**src/hw/rtl/idll_pkg.sv**
```systemverilog
// shared types and constants for the indexed doubly linked list
// no dependencies; imported by every module of the block
`timescale 1ns / 1ps
`default_nettype none

package idll_pkg;

   localparam int ID_W        = 10;
   localparam int ACT_W       = 2;
   localparam int TABLE_LAST  = (2 ** ID_W) - 1;
   localparam int QUEUE_DEPTH = 2;
   localparam int QPTR_W      = 1;
   localparam int QCNT_W      = 2;

   typedef logic [ACT_W-1:0] action_type;
   typedef logic [ID_W-1:0]  id_type;
   typedef logic [2:0]       kind_type;

   // request action codes
   localparam action_type ACT_INS_RIGHT = 2'd0;
   localparam action_type ACT_INS_LEFT  = 2'd1;
   localparam action_type ACT_REMOVE    = 2'd2;
   localparam action_type ACT_READ_NEXT = 2'd3;

   // classified operation kinds
   localparam kind_type KIND_NOP       = 3'd0;
   localparam kind_type KIND_INS_RIGHT = 3'd1;
   localparam kind_type KIND_INS_LEFT  = 3'd2;
   localparam kind_type KIND_REMOVE    = 3'd3;
   localparam kind_type KIND_WALK      = 3'd4;

   typedef struct packed {
      kind_type kind;
      id_type   node;
      id_type   anchor;
   } op_type;

endpackage

`default_nettype wire

```
**src/hw/rtl/idll_front.sv**
```systemverilog
// front end: accepts request items and classifies them into operations
// depends on idll_pkg
`timescale 1ns / 1ps
`default_nettype none

module idll_front #(
   parameter int LAST_ID = 1023
) (
   input  wire logic                    req_valid,
   output logic                         req_ready,
   input  wire idll_pkg::action_type    req_action,
   input  wire idll_pkg::id_type        req_node_id,
   input  wire idll_pkg::id_type        req_anchor_id,
   input  wire logic                    q_ready,
   input  wire logic                    clearing,
   output logic                         q_push,
   output idll_pkg::op_type             q_op
);
   import idll_pkg::*;

   localparam id_type LAST_ID_V = ID_W'(LAST_ID);

   logic node_ok;
   logic anchor_ok;
   logic ins_ok;

   assign node_ok   = (req_node_id != '0) && (req_node_id <= LAST_ID_V);
   assign anchor_ok = req_anchor_id <= LAST_ID_V;
   assign ins_ok    = node_ok && anchor_ok && (req_node_id != req_anchor_id);

   assign req_ready = q_ready && !clearing;
   assign q_push    = req_valid && req_ready;

   always_comb begin
      q_op.node   = req_node_id;
      q_op.anchor = req_anchor_id;
      case (req_action)
         ACT_INS_RIGHT: begin
            q_op.kind = ins_ok ? KIND_INS_RIGHT : KIND_NOP;
         end
         ACT_INS_LEFT: begin
            q_op.kind = ins_ok ? KIND_INS_LEFT : KIND_NOP;
         end
         ACT_REMOVE: begin
            q_op.kind = node_ok ? KIND_REMOVE : KIND_NOP;
         end
         ACT_READ_NEXT: begin
            q_op.kind = KIND_WALK;
         end
         default: begin
            q_op.kind = KIND_NOP;
         end
      endcase
   end

endmodule

`default_nettype wire

```
**config.mk**
```make
export PLATFORM = sky130hd
export DESIGN_NAME = idll_front
export DESIGN_NICKNAME = d
export VERILOG_FILES = /design/src/hw/rtl/idll_pkg.sv /design/src/hw/rtl/idll_front.sv
export SDC_FILE = /design/constraint.sdc
export NUM_CORES = 1
export LEC_CHECK = 0
export BUFFER_PORTS_ARGS = -buffer_cell sky130_fd_sc_hd__buf_2
export CAP_MARGIN = 10
export CORE_AREA = 3 3 40 42
export DETAILED_ROUTE_END_ITERATION = 10
export DIE_AREA = 0 0 43 45
export PLACE_DENSITY = 0.81
export SLEW_MARGIN = 20
export SYNTH_ARGS = -nofsm -noshare
export SYNTH_HDL_FRONTEND = slang
export SYNTH_SLANG_ARGS = --single-unit
```
**constraint.sdc**
```tcl
create_clock -name vclk -period 1
set_clock_uncertainty 0.05 [all_clocks]
set_input_delay 0.05 -clock vclk [all_inputs]
set_output_delay 0.05 -clock vclk [all_outputs]
set_load 0.03 [all_outputs]
```
==> impl_results.md <==
- Combinational family with the most area after synthesis: buffers and inverters
- Detailed Place HPWL: 935 um
- Initial Utilization: 0.255
- Share of cells above drive strength 1: 0.795
- Final Cell Area: 574 um2
- Nets: 110
- Largest net degree at the start of global routing: 4
- Worst Setup Start Kind: input port
- Gate Count Post-Synth: 42
- Hold_buf cts: 0
- Initial antenna violation count: 0
- Crit share post-route: 1.30
- Full die area: 1940 um2
- Critical hold path startpoint: req_anchor_id[1]
- Cell taking the most area after synthesis: buf_4
- Leak: 0.327 nW
- Post-CTS Setup Repair Bufs: 0
- First-pass DRT Iterations: 1
- Core Area: 1280 um2
- Routed WL: 980 um
- Max-Cap Viols: 0
- Worst setup startpoint: req_node_id[7]
- Placed cell areas: 553 um2
- Post-synthesis xor/xnor area fraction: 0.294
- Die Wd: 43 um
- Mean Syn Cell Area: 7.81 um2
- N_diodes: 0
- Relative slew slack: 0.822
- Unrepaired setup endpoints after global routing: yes
- Clkbuf count: 0
- Post-synthesis simple-gate area fraction: 0.195
- Area growth from synthesis to layout: 75.2%
- Violated checks: setup timing
- Status: finished with violations
- Fmax: 767 MHz
- Most frequent cells in the layout: buf_2, buf_4, xor2_1
- Register Area: 0 um2
- Place WS: -0.398 ns
- Max VDD drop: 186 uV
- IO Count: 50
- Yosys top cell area share: 0.458
- Count of input and output buffers: 50
- Number of DRC markers in iteration 0: 0
- Final hold viol count: 0
- Distinct cells, synth: 10
- Ys Warns: 0
- Drt drc: 0
- CP max FO: 2
- Routability Congestion: 0.687
- Most common cell after layout, fill and taps aside: buf_2
- HP Class: in2out
- Power Dens Cells: 588 nW/um2
- Top post-synthesis cells by area: buf_4, xor2_1, a311oi_1
- CP arrival: 1.20 ns
- DR vias/cell: 4.06
- FFs & Latches: 0
- Sequential area share after synthesis: 0
- Synthesized area: 328 um2
- Final worst setup slack: -0.303 ns
- FP Rows: 13
- GRT Util Overall: 0.0954
- Crit path kind: in2out
- GRT overflow: 0
- First-pass GRT wire length: 1500 um
- Antenna-violating nets left: 0
- Mux cell area share after synthesis: 0
- Setup crit end kind: output port
- Die Y: 45 um
- Via count: 398
- Setup violations, final: 2
- Critical Path RT: 0.90 ns
- Compound-gate portion of the synthesized area: 0.0534
- Final min period: 1.30 ns
- WL per Instance: 10.0 um
- Post-synthesis adder-cell area fraction: 0
- Syn nets: 67
- Tightest Pin Transition: 0.265 ns
- Slew Limit Fails: 0
- Vias in the first global route: 378
[repair_timing]
item	4_1_cts	5_1_grt
endpoints found under the setup margin	2	2
pin swaps	4	2
gates resized for setup	5	0
[metal layers]
| metal | global-route usage | up-vias | routed length [um] |
|---|---|---|---|
| met5 | 0 | - | 0 |
| met4 | 0 | 0 | 0 |
| met3 | 0.00797 | 0 | 108 |
| met2 | 0.213 | 26 | 561 |
| met1 | 0.100 | 167 | 310 |
| li1 | - | 205 | - |
[power breakdown]
group / switching, mW / internal (mW) / total, mW
clock: 0 / 0 / 0
combinational: 0.198 / 0.140 / 0.338
sequential: 0 / 0 / 0
[cells in the mapped netlist]
library cell  instances
xnor2_1               1
nor3_1                1
buf_4                20
nor4_1                2
nor2b_1               1
and2_1                2
nor4_2                1
a311oi_1              2
or4_1                 2
xor2_1               10
[through the flow]
stage	std cells	total power [mW]	TNS, ns	hold slack [ns]	util
6_report	98	0.338	-0.603	0.324	0.447
5_1_grt	98	0.361	-0.685	0.328	0.447
4_1_cts	98	0.343	-0.738	0.325	0.447
3_5_place_dp	98	0.330	-0.790	0.325	0.430
3_3_place_gp	98	0.325	-0.749	0.324	0.430
2_1_floorplan	42	0.227	-0.259	0.115	-
[critical path: stages]
cell and delay (ns):
buf_6 0.09, or4_4 0.54, nor4_4 0.28, a311oi_2 0.06, buf_4 0.18
[final timing paths]
| check | end | slack (ns) | depth (start not counted) |
|---|---|---|---|
| setup / recovery | q_op[21] | -0.30 | 5 |
| hold / removal | q_op[1] | 0.32 | 2 |
[area by class of cell]
class	instances	area, um2
Multi-Input combinational cell	22	205
Fill cell	136	711
Tap cell	15	18.8
Timing Repair Buffer	61	350
[cell families after synthesis]
group,Yosys count
compound gates,2
xor+xnor,11
buf+inv,20
simple gates,9
Note: power is estimated with default switching activity, not from simulation.
