**src/hw/rtl/idll_pkg.sv**
```systemverilog
// shared types and constants for the indexed doubly linked list
// no dependencies; imported by every module of the block
`timescale 1ns / 1ps
`default_nettype none

package idll_pkg;

   localparam int ID_W        = 10;
   localparam int ACT_W       = 2;
   localparam int TABLE_LAST  = (2 ** ID_W) - 1;
   localparam int QUEUE_DEPTH = 2;
   localparam int QPTR_W      = 1;
   localparam int QCNT_W      = 2;

   typedef logic [ACT_W-1:0] action_type;
   typedef logic [ID_W-1:0]  id_type;
   typedef logic [2:0]       kind_type;

   // request action codes
   localparam action_type ACT_INS_RIGHT = 2'd0;
   localparam action_type ACT_INS_LEFT  = 2'd1;
   localparam action_type ACT_REMOVE    = 2'd2;
   localparam action_type ACT_READ_NEXT = 2'd3;

   // classified operation kinds
   localparam kind_type KIND_NOP       = 3'd0;
   localparam kind_type KIND_INS_RIGHT = 3'd1;
   localparam kind_type KIND_INS_LEFT  = 3'd2;
   localparam kind_type KIND_REMOVE    = 3'd3;
   localparam kind_type KIND_WALK      = 3'd4;

   typedef struct packed {
      kind_type kind;
      id_type   node;
      id_type   anchor;
   } op_type;

endpackage

`default_nettype wire

```
**src/hw/rtl/idll_queue.sv**
```systemverilog
// two-entry operation queue between front end and back end
// depends on idll_pkg
`timescale 1ns / 1ps
`default_nettype none

module idll_queue (
   input  wire logic                clock,
   input  wire logic                reset,
   input  wire logic                push,
   input  wire idll_pkg::op_type    push_op,
   output logic                     in_ready,
   input  wire logic                pop,
   output logic                     out_valid,
   output idll_pkg::op_type         out_op
);
   import idll_pkg::*;

   op_type             entry_ff [0:QUEUE_DEPTH-1];
   logic [QPTR_W-1:0]  wr_ptr_ff, wr_ptr_in;
   logic [QPTR_W-1:0]  rd_ptr_ff, rd_ptr_in;
   logic [QCNT_W-1:0]  count_ff, count_in;

   assign in_ready  = count_ff != QCNT_W'(QUEUE_DEPTH);
   assign out_valid = count_ff != '0;
   assign out_op    = entry_ff[rd_ptr_ff];

   always_comb begin
      wr_ptr_in = push ? wr_ptr_ff + 1'b1 : wr_ptr_ff;
      rd_ptr_in = pop  ? rd_ptr_ff + 1'b1 : rd_ptr_ff;
      count_in  = count_ff;
      if (push && !pop) begin
         count_in = count_ff + 1'b1;
      end else if (pop && !push) begin
         count_in = count_ff - 1'b1;
      end
   end

   always_ff @(posedge clock) begin
      if (reset) begin
         wr_ptr_ff <= '0;
         rd_ptr_ff <= '0;
         count_ff  <= '0;
      end else begin
         wr_ptr_ff <= wr_ptr_in;
         rd_ptr_ff <= rd_ptr_in;
         count_ff  <= count_in;
      end
   end

   always_ff @(posedge clock) begin
      if (push) begin
         entry_ff[wr_ptr_ff] <= push_op;
      end
   end

endmodule

`default_nettype wire

```
**config.mk**
```make
export PLATFORM = sky130hd
export DESIGN_NAME = idll_queue
export DESIGN_NICKNAME = d
export VERILOG_FILES = /design/src/hw/rtl/idll_pkg.sv /design/src/hw/rtl/idll_queue.sv
export SDC_FILE = /design/constraint.sdc
export NUM_CORES = 1
export LEC_CHECK = 0
export BUFFER_PORTS_ARGS = -buffer_cell sky130_fd_sc_hd__buf_2
export CAP_MARGIN = 0
export CORE_ASPECT_RATIO = 1.75
export CORE_MARGIN = 2
export CORE_UTILIZATION = 45
export DETAILED_ROUTE_END_ITERATION = 12
export PLACE_DENSITY = 0.77
export SLEW_MARGIN = 20
export SYNTH_ARGS = -nofsm -noshare
export SYNTH_HDL_FRONTEND = slang
export SYNTH_SLANG_ARGS = --single-unit
```
**constraint.sdc**
```tcl
create_clock -name clock -period 2.4 [get_ports clock]
set_input_delay 0.12 -clock clock [delete_from_list [all_inputs] [get_ports clock]]
set_output_delay 0.12 -clock clock [all_outputs]
set_load 0.005 [all_outputs]
```
==> results of run 1 <==
==> kinds of logic (layout without fill, tap and decap cells) <==
group                    after synthesis  count (layout)
multiplexers                          23              23
XOR/XNOR                               4               4
flip-flops                            51              51
adder cells (fa/ha/maj)                1               1
AND/OR/NAND/NOR                        9               9
AO/OA/AOI/OAI                          2               2
buffers and inverters                  3              66
==> power breakdown <==
part / internal (mW) / switching (mW) / total [mW]
sequential: 1.03 / 0.0244 / 1.06
clock: 0.337 / 0.245 / 0.582
combinational: 0.101 / 0.0902 / 0.191
total: 1.47 / 0.360 / 1.83
==> worst max-delay path by stage <==
stage	slack [ns]	cells past startpoint	end	startpoint
3_3_place_gp	0.91	3	out_op[9]	register
5_1_grt	0.48	3	out_op[10]	register
4_1_cts	0.54	3	out_op[9]	register
6_report	0.58	3	out_op[9]	register
2_1_floorplan	0.62	1	entry_ff[0][0]$_DFFE_PP_	wr_ptr_ff$_SDFFE_PP0P_
3_5_place_dp	0.87	3	out_op[9]	register
==> state kept, by name (all words and copies together), names as in the netlist, named ones only <==
signal     count
rd_ptr_ff      1
count_ff       2
wr_ptr_ff      1
entry_ff      46
==> cell usage after synthesis <==
cell      count  area [um2]
edfxtp_1     46        1380
mux2_1       20         225
dfxtp_1       5         100
nor2_1        4        15.0
mux2_2        3        33.8
buf_4         2        15.0
xnor2_1       2        17.5
xor2_1        2        17.5
a21oi_1       1        5.00
and2_1        1        6.26
ha_1          1        12.5
inv_1         1        3.75
nand2b_1      1        6.26
nor2b_1       1        6.26
o21ai_0       1        5.00
or2_1         1        6.26
or3_1         1        6.26
==> metrics by stage <==
stage | util | hold WS [ns] | instances | cell area, um2
after floorplan | - | 0.189 | 93 | 1860
after CTS | 0.569 | 0.0000163 | 203 | 2320
final | 0.574 | 0.0150 | 205 | 2340
after global routing | 0.574 | 0.00275 | 205 | 2340
after detailed placement | 0.538 | 0.312 | 194 | 2190
after global placement | 0.538 | 0.310 | 194 | 2190
==> area by class of cell <==
cell class                 count  area share
multi-input combinational     39       0.156
timing repair buffer          57       0.132
tap                           49      0.0262
clock buffer                   6      0.0353
sequential                    51       0.634
inverter                       1     0.00161
clock inverter                 2      0.0150
==> metal layers <==
metal,routed length [um],part of all wire
met3,105,0.035
met1,1030,0.34
met4,74,0.025
met2,1810,0.60
met5,0,0
==> impl_metrics.tcl, run 1 <==
set metrics [dict create \
    rows 31 \
    drtAntennaViolNets 0 \
    cts_max_level 2 \
    synth_mux_area_frac 0.139 \
    clk_latency_ns 0.29 \
    rsz0062_at_grt "false" \
    grt_use_total 0.141 \
    cap_violations 0 \
    path_clk_slew_ns 0.08 \
    ys_seq_area_frac 0.795 \
    overflow 0 \
    cpPeakStageDelay_ns 0.61 \
    synth_cells 93 \
    grt_pass1_wl_um 4460 \
    power.leakage_nw 0.904 \
    routed_wl_um 3020 \
    period_share 0.760 \
    start_util 0.457 \
    power_mw 1.83 \
    multi_input_area_um2 365 \
    pre_cts_slack_ns 0.871 \
    fp.coreArea_um2 4070 \
    cts_tree "yes" \
    path_cells "buf_4 > mux2_1 > buf_2" \
    netlist_area_um2 1860 \
    crit_required_ns 2.28 \
    setup.worst_path.start_class "register" \
    antenna-diode-count 0 \
    antenna_found_initial 0 \
    layout.nets 183 \
    cts.path.max_buffers 2 \
    drt_iter0_drc 24 \
    port-buffer-count 51 \
    vdd_ir_drop_max_uv 629 \
    min_path_cells 1 \
    synth_area_per_cell_um2 20.0 \
    layout_common_cells "buf_2, edfxtp_1, mux2_1, clkbuf_8, dfxtp_1" \
    regArea_um2 1480 \
    holdPathEnd "entry_ff[1][3]$_DFFE_PP_" \
    rr_worst_depth 2 \
    criticalPathCategory "register to output pin" \
    clock-sinks 51 \
    hp-class "input pin to register" \
    layout-drive-gt1-share 0.423 \
    cts_setup_buffers 0 \
    drv_slew 0 \
    die_w_um 52.6 \
    setup_ws_ns 0.577 \
    yosysUniqueCellTypes 17 \
    synth-adder-area-share 0.00672 \
    r2r-end "entry_ff[1][22]$_DFFE_PP_" \
    dieArea_um2 4690 \
    fill_cells 342 \
    timing.fmax_ghz 0.549 \
    critical_path.top_delay_family "flip-flops" \
    hold_start "push_op[3]" \
    slowest_stage "dfxtp_1" \
    gr-max-usage-layer "met2" \
    cts_buffers 5 \
    worstPathArrival_ns 1.70 \
    drc 0 \
    p_per_area_nw_per_um2 782 \
    drt_pass1_iterations 4 \
    ys_ff_latch 51 \
    gp_congestion 0.684 \
    hold_buffers 1 \
    synthSimpleGateAreaFrac 0.0248 \
    setup_violations 0 \
    clock_skew_ns 0.00863 \
    wl_per_cell_um 14.7 \
    synth_compound_area_frac 0.00537 \
    tightest_slew_ns 0.451 \
    synth_top_family_by_area "multiplexers" \
    cts-root-buf "clkbuf_8" \
    grt.met3_usage 0.0452 \
    critPathMaxFanout 13 \
    synth_nets 121 \
    cts-resized-gates 0 \
    fin_crit_ns 1.82 \
    worstSetupEndpointType "output pin" \
    synth-xor-area-share 0.0188 \
    fin_tns_setup_ns 0 \
    finalHoldViolCount 0 \
    via_per_inst 4.90 \
    grt_pass1_vias 1029 \
    use_met2 0.259 \
    areaGrowthSynthToFinish_pct 25.5 \
    final_common_cell "buf_2" \
    cp_num_buf_inv 2 \
    run_status "completed" \
    grt_max_degree 24 \
    yosys_warnings 0 \
    ios 52 \
    dieHeight_um 89.1 \
    grtUsageMet1 0.128 \
    rr_startpoint "wr_ptr_ff$_SDFFE_PP0P_" \
    r2r_slack_ns 1.25 \
    slew_headroom 0.699 \
    num_vias 1004 \
]
Note: power is estimated with default switching activity, not from simulation.
==> run 2: changes to the inputs <==
==> constraint.sdc (replaced) <==
create_clock -name clock -period 1.85 [get_ports clock]
set_input_delay 0.0925 -clock clock [delete_from_list [all_inputs] [get_ports clock]]
set_output_delay 0.0925 -clock clock [all_outputs]
set_load 0.005 [all_outputs]
==> impl_metrics.tcl, run 2 (synthesis gave the netlist of run 1 again) <==
set metrics [dict create \
    r2r-end "entry_ff[1][22]$_DFFE_PP_" \
    drt_iter0_drc 22 \
    cts_setup_buffers 0 \
    finalHoldViolCount 0 \
    rows 31 \
    regMostFlops "entry_ff" \
    final_common_cell "buf_2" \
    met2_length_um 1950 \
    cts.path.max_buffers 2 \
    rr_worst_depth 2 \
    reg_top3 "entry_ff x46, count_ff x2" \
    crit_required_ns 1.76 \
    min_path_cells 2 \
    gp_congestion 0.710 \
    cts_buffers 5 \
    port-buffer-count 51 \
    cts-root-buf "clkbuf_8" \
    rsz0062_at_grt "false" \
    cts_max_level 2 \
    dr.max_layer_used "met4" \
    fin_crit_ns 1.42 \
    setup_ws_ns 0.432 \
    pre_cts_slack_ns 0.652 \
    die_w_um 52.6 \
    start_util 0.457 \
    areaGrowthSynthToFinish_pct 38.7 \
    power.leakage_nw 1.00 \
    power_mw 2.53 \
    dp.cells 196 \
    via_per_inst 4.68 \
    fin_tns_setup_ns 0 \
    dieHeight_um 89.1 \
    fill_cells 310 \
    run_status "completed" \
    utilization 0.634 \
    r2r_slack_ns 0.64 \
    wl_met1_um 1070 \
    hp-class "input pin to register" \
    clock_skew_ns 0.00310 \
    tightest_slew_ns 0.311 \
    criticalPathCategory "register to output pin" \
    drv_slew 0 \
    instances_no_fill 227 \
    routed-wl-met3_um 107 \
    drtAntennaViolNets 0 \
    timing.fmax_ghz 0.705 \
    cts-resized-gates 0 \
    cap_violations 0 \
    holdPathEnd "count_ff[1]$_SDFFE_PP0P_" \
    setup_violations 0 \
    routed_wl_um 3190 \
    slew_headroom 0.793 \
    layout-drive-gt1-share 0.382 \
    setup.worst_path.start_class "register" \
    worstPathArrival_ns 1.33 \
    num_vias 1062 \
    drt_pass1_iterations 4 \
    vdd_ir_drop_max_uv 615 \
    antenna_found_initial 0 \
    wl_per_cell_um 14.0 \
    worstSetupEndpointType "output pin" \
    fp.coreArea_um2 4070 \
    layout.nets 205 \
    hold_start "reset" \
    cts_tree "yes" \
    grt_pass1_wl_um 4830 \
    grt_use_total 0.151 \
    clk_latency_ns 0.29 \
    overflow 0 \
    grt_pass1_vias 1109 \
    clock-sinks 51 \
    critPathMaxFanout 13 \
    rr_startpoint "wr_ptr_ff$_SDFFE_PP0P_" \
    grt_max_degree 19 \
    path_clk_slew_ns 0.08 \
    largest_reg_flops 46 \
    dp_hpwl_um 2290 \
    layout_common_cells "buf_2, edfxtp_1, dlygate4sd3_1, mux2_1" \
    period_share 0.766 \
    dieArea_um2 4690 \
    ios 52 \
    drc 0 \
    p_per_area_nw_per_um2 979 \
    antenna-diode-count 0 \
]
run 2: final cells by class:
class                   instances  area [um2]  area share
flip-flops and latches         51        1480       0.573
repair buffers                 79         536       0.207
multi-input cells              39         365       0.141
clock buffers                   5        68.8      0.0266
clock inverters                 3        67.6      0.0262
well taps                      49        61.3      0.0237
inverters                       1        3.75     0.00145
run 2: report_power, final:
group          internal, mW  switching, mW  total (mW)
Combinational         0.167          0.132       0.299
Clock                 0.538          0.330       0.869
Sequential             1.34         0.0241        1.36
Total                  2.04          0.487        2.53
run 2: what timing repair did:
item | CTS | global route
endpoints found under the hold margin | 46 | 0
hold buffers | 23 | 0
setup endpoints to repair | 0 | 0
run 2: worst max path at each step:
| stage | slack, ns | depth (start not counted) | to | from |
|---|---|---|---|---|
| 2_1_floorplan | 0.07 | 1 | entry_ff[0][0]$_DFFE_PP_ | wr_ptr_ff$_SDFFE_PP0P_ |
| 3_3_place_gp | 0.68 | 2 | entry_ff[1][5]$_DFFE_PP_ | wr_ptr_ff$_SDFFE_PP0P_ |
| 3_5_place_dp | 0.65 | 2 | entry_ff[1][1]$_DFFE_PP_ | wr_ptr_ff$_SDFFE_PP0P_ |
| 4_1_cts | 0.40 | 3 | out_op[10] | register |
| 5_1_grt | 0.35 | 3 | out_op[10] | register |
| 6_report | 0.43 | 3 | out_op[10] | register |
run 2: per-layer routing:
layer  global-route usage  vias up
met3               0.0485        5
met5                    0        -
met1                0.130      508
met4               0.0699        0
met2                0.295       28
li1                     -      521
run 2: worst max-delay path: stages (launching register included):
cell and delay [ns]:
dfxtp_1 0.34, buf_4 0.21, mux2_1 0.35, buf_2 0.13
run 2: through the flow:
step                cell area, um2  hold slack [ns]
floorplan                     1860            0.162
global placement              2220            0.284
CTS                           2580          0.00968
detailed placement            2220            0.286
global route                  2580           0.0257
finish                        2580           0.0251
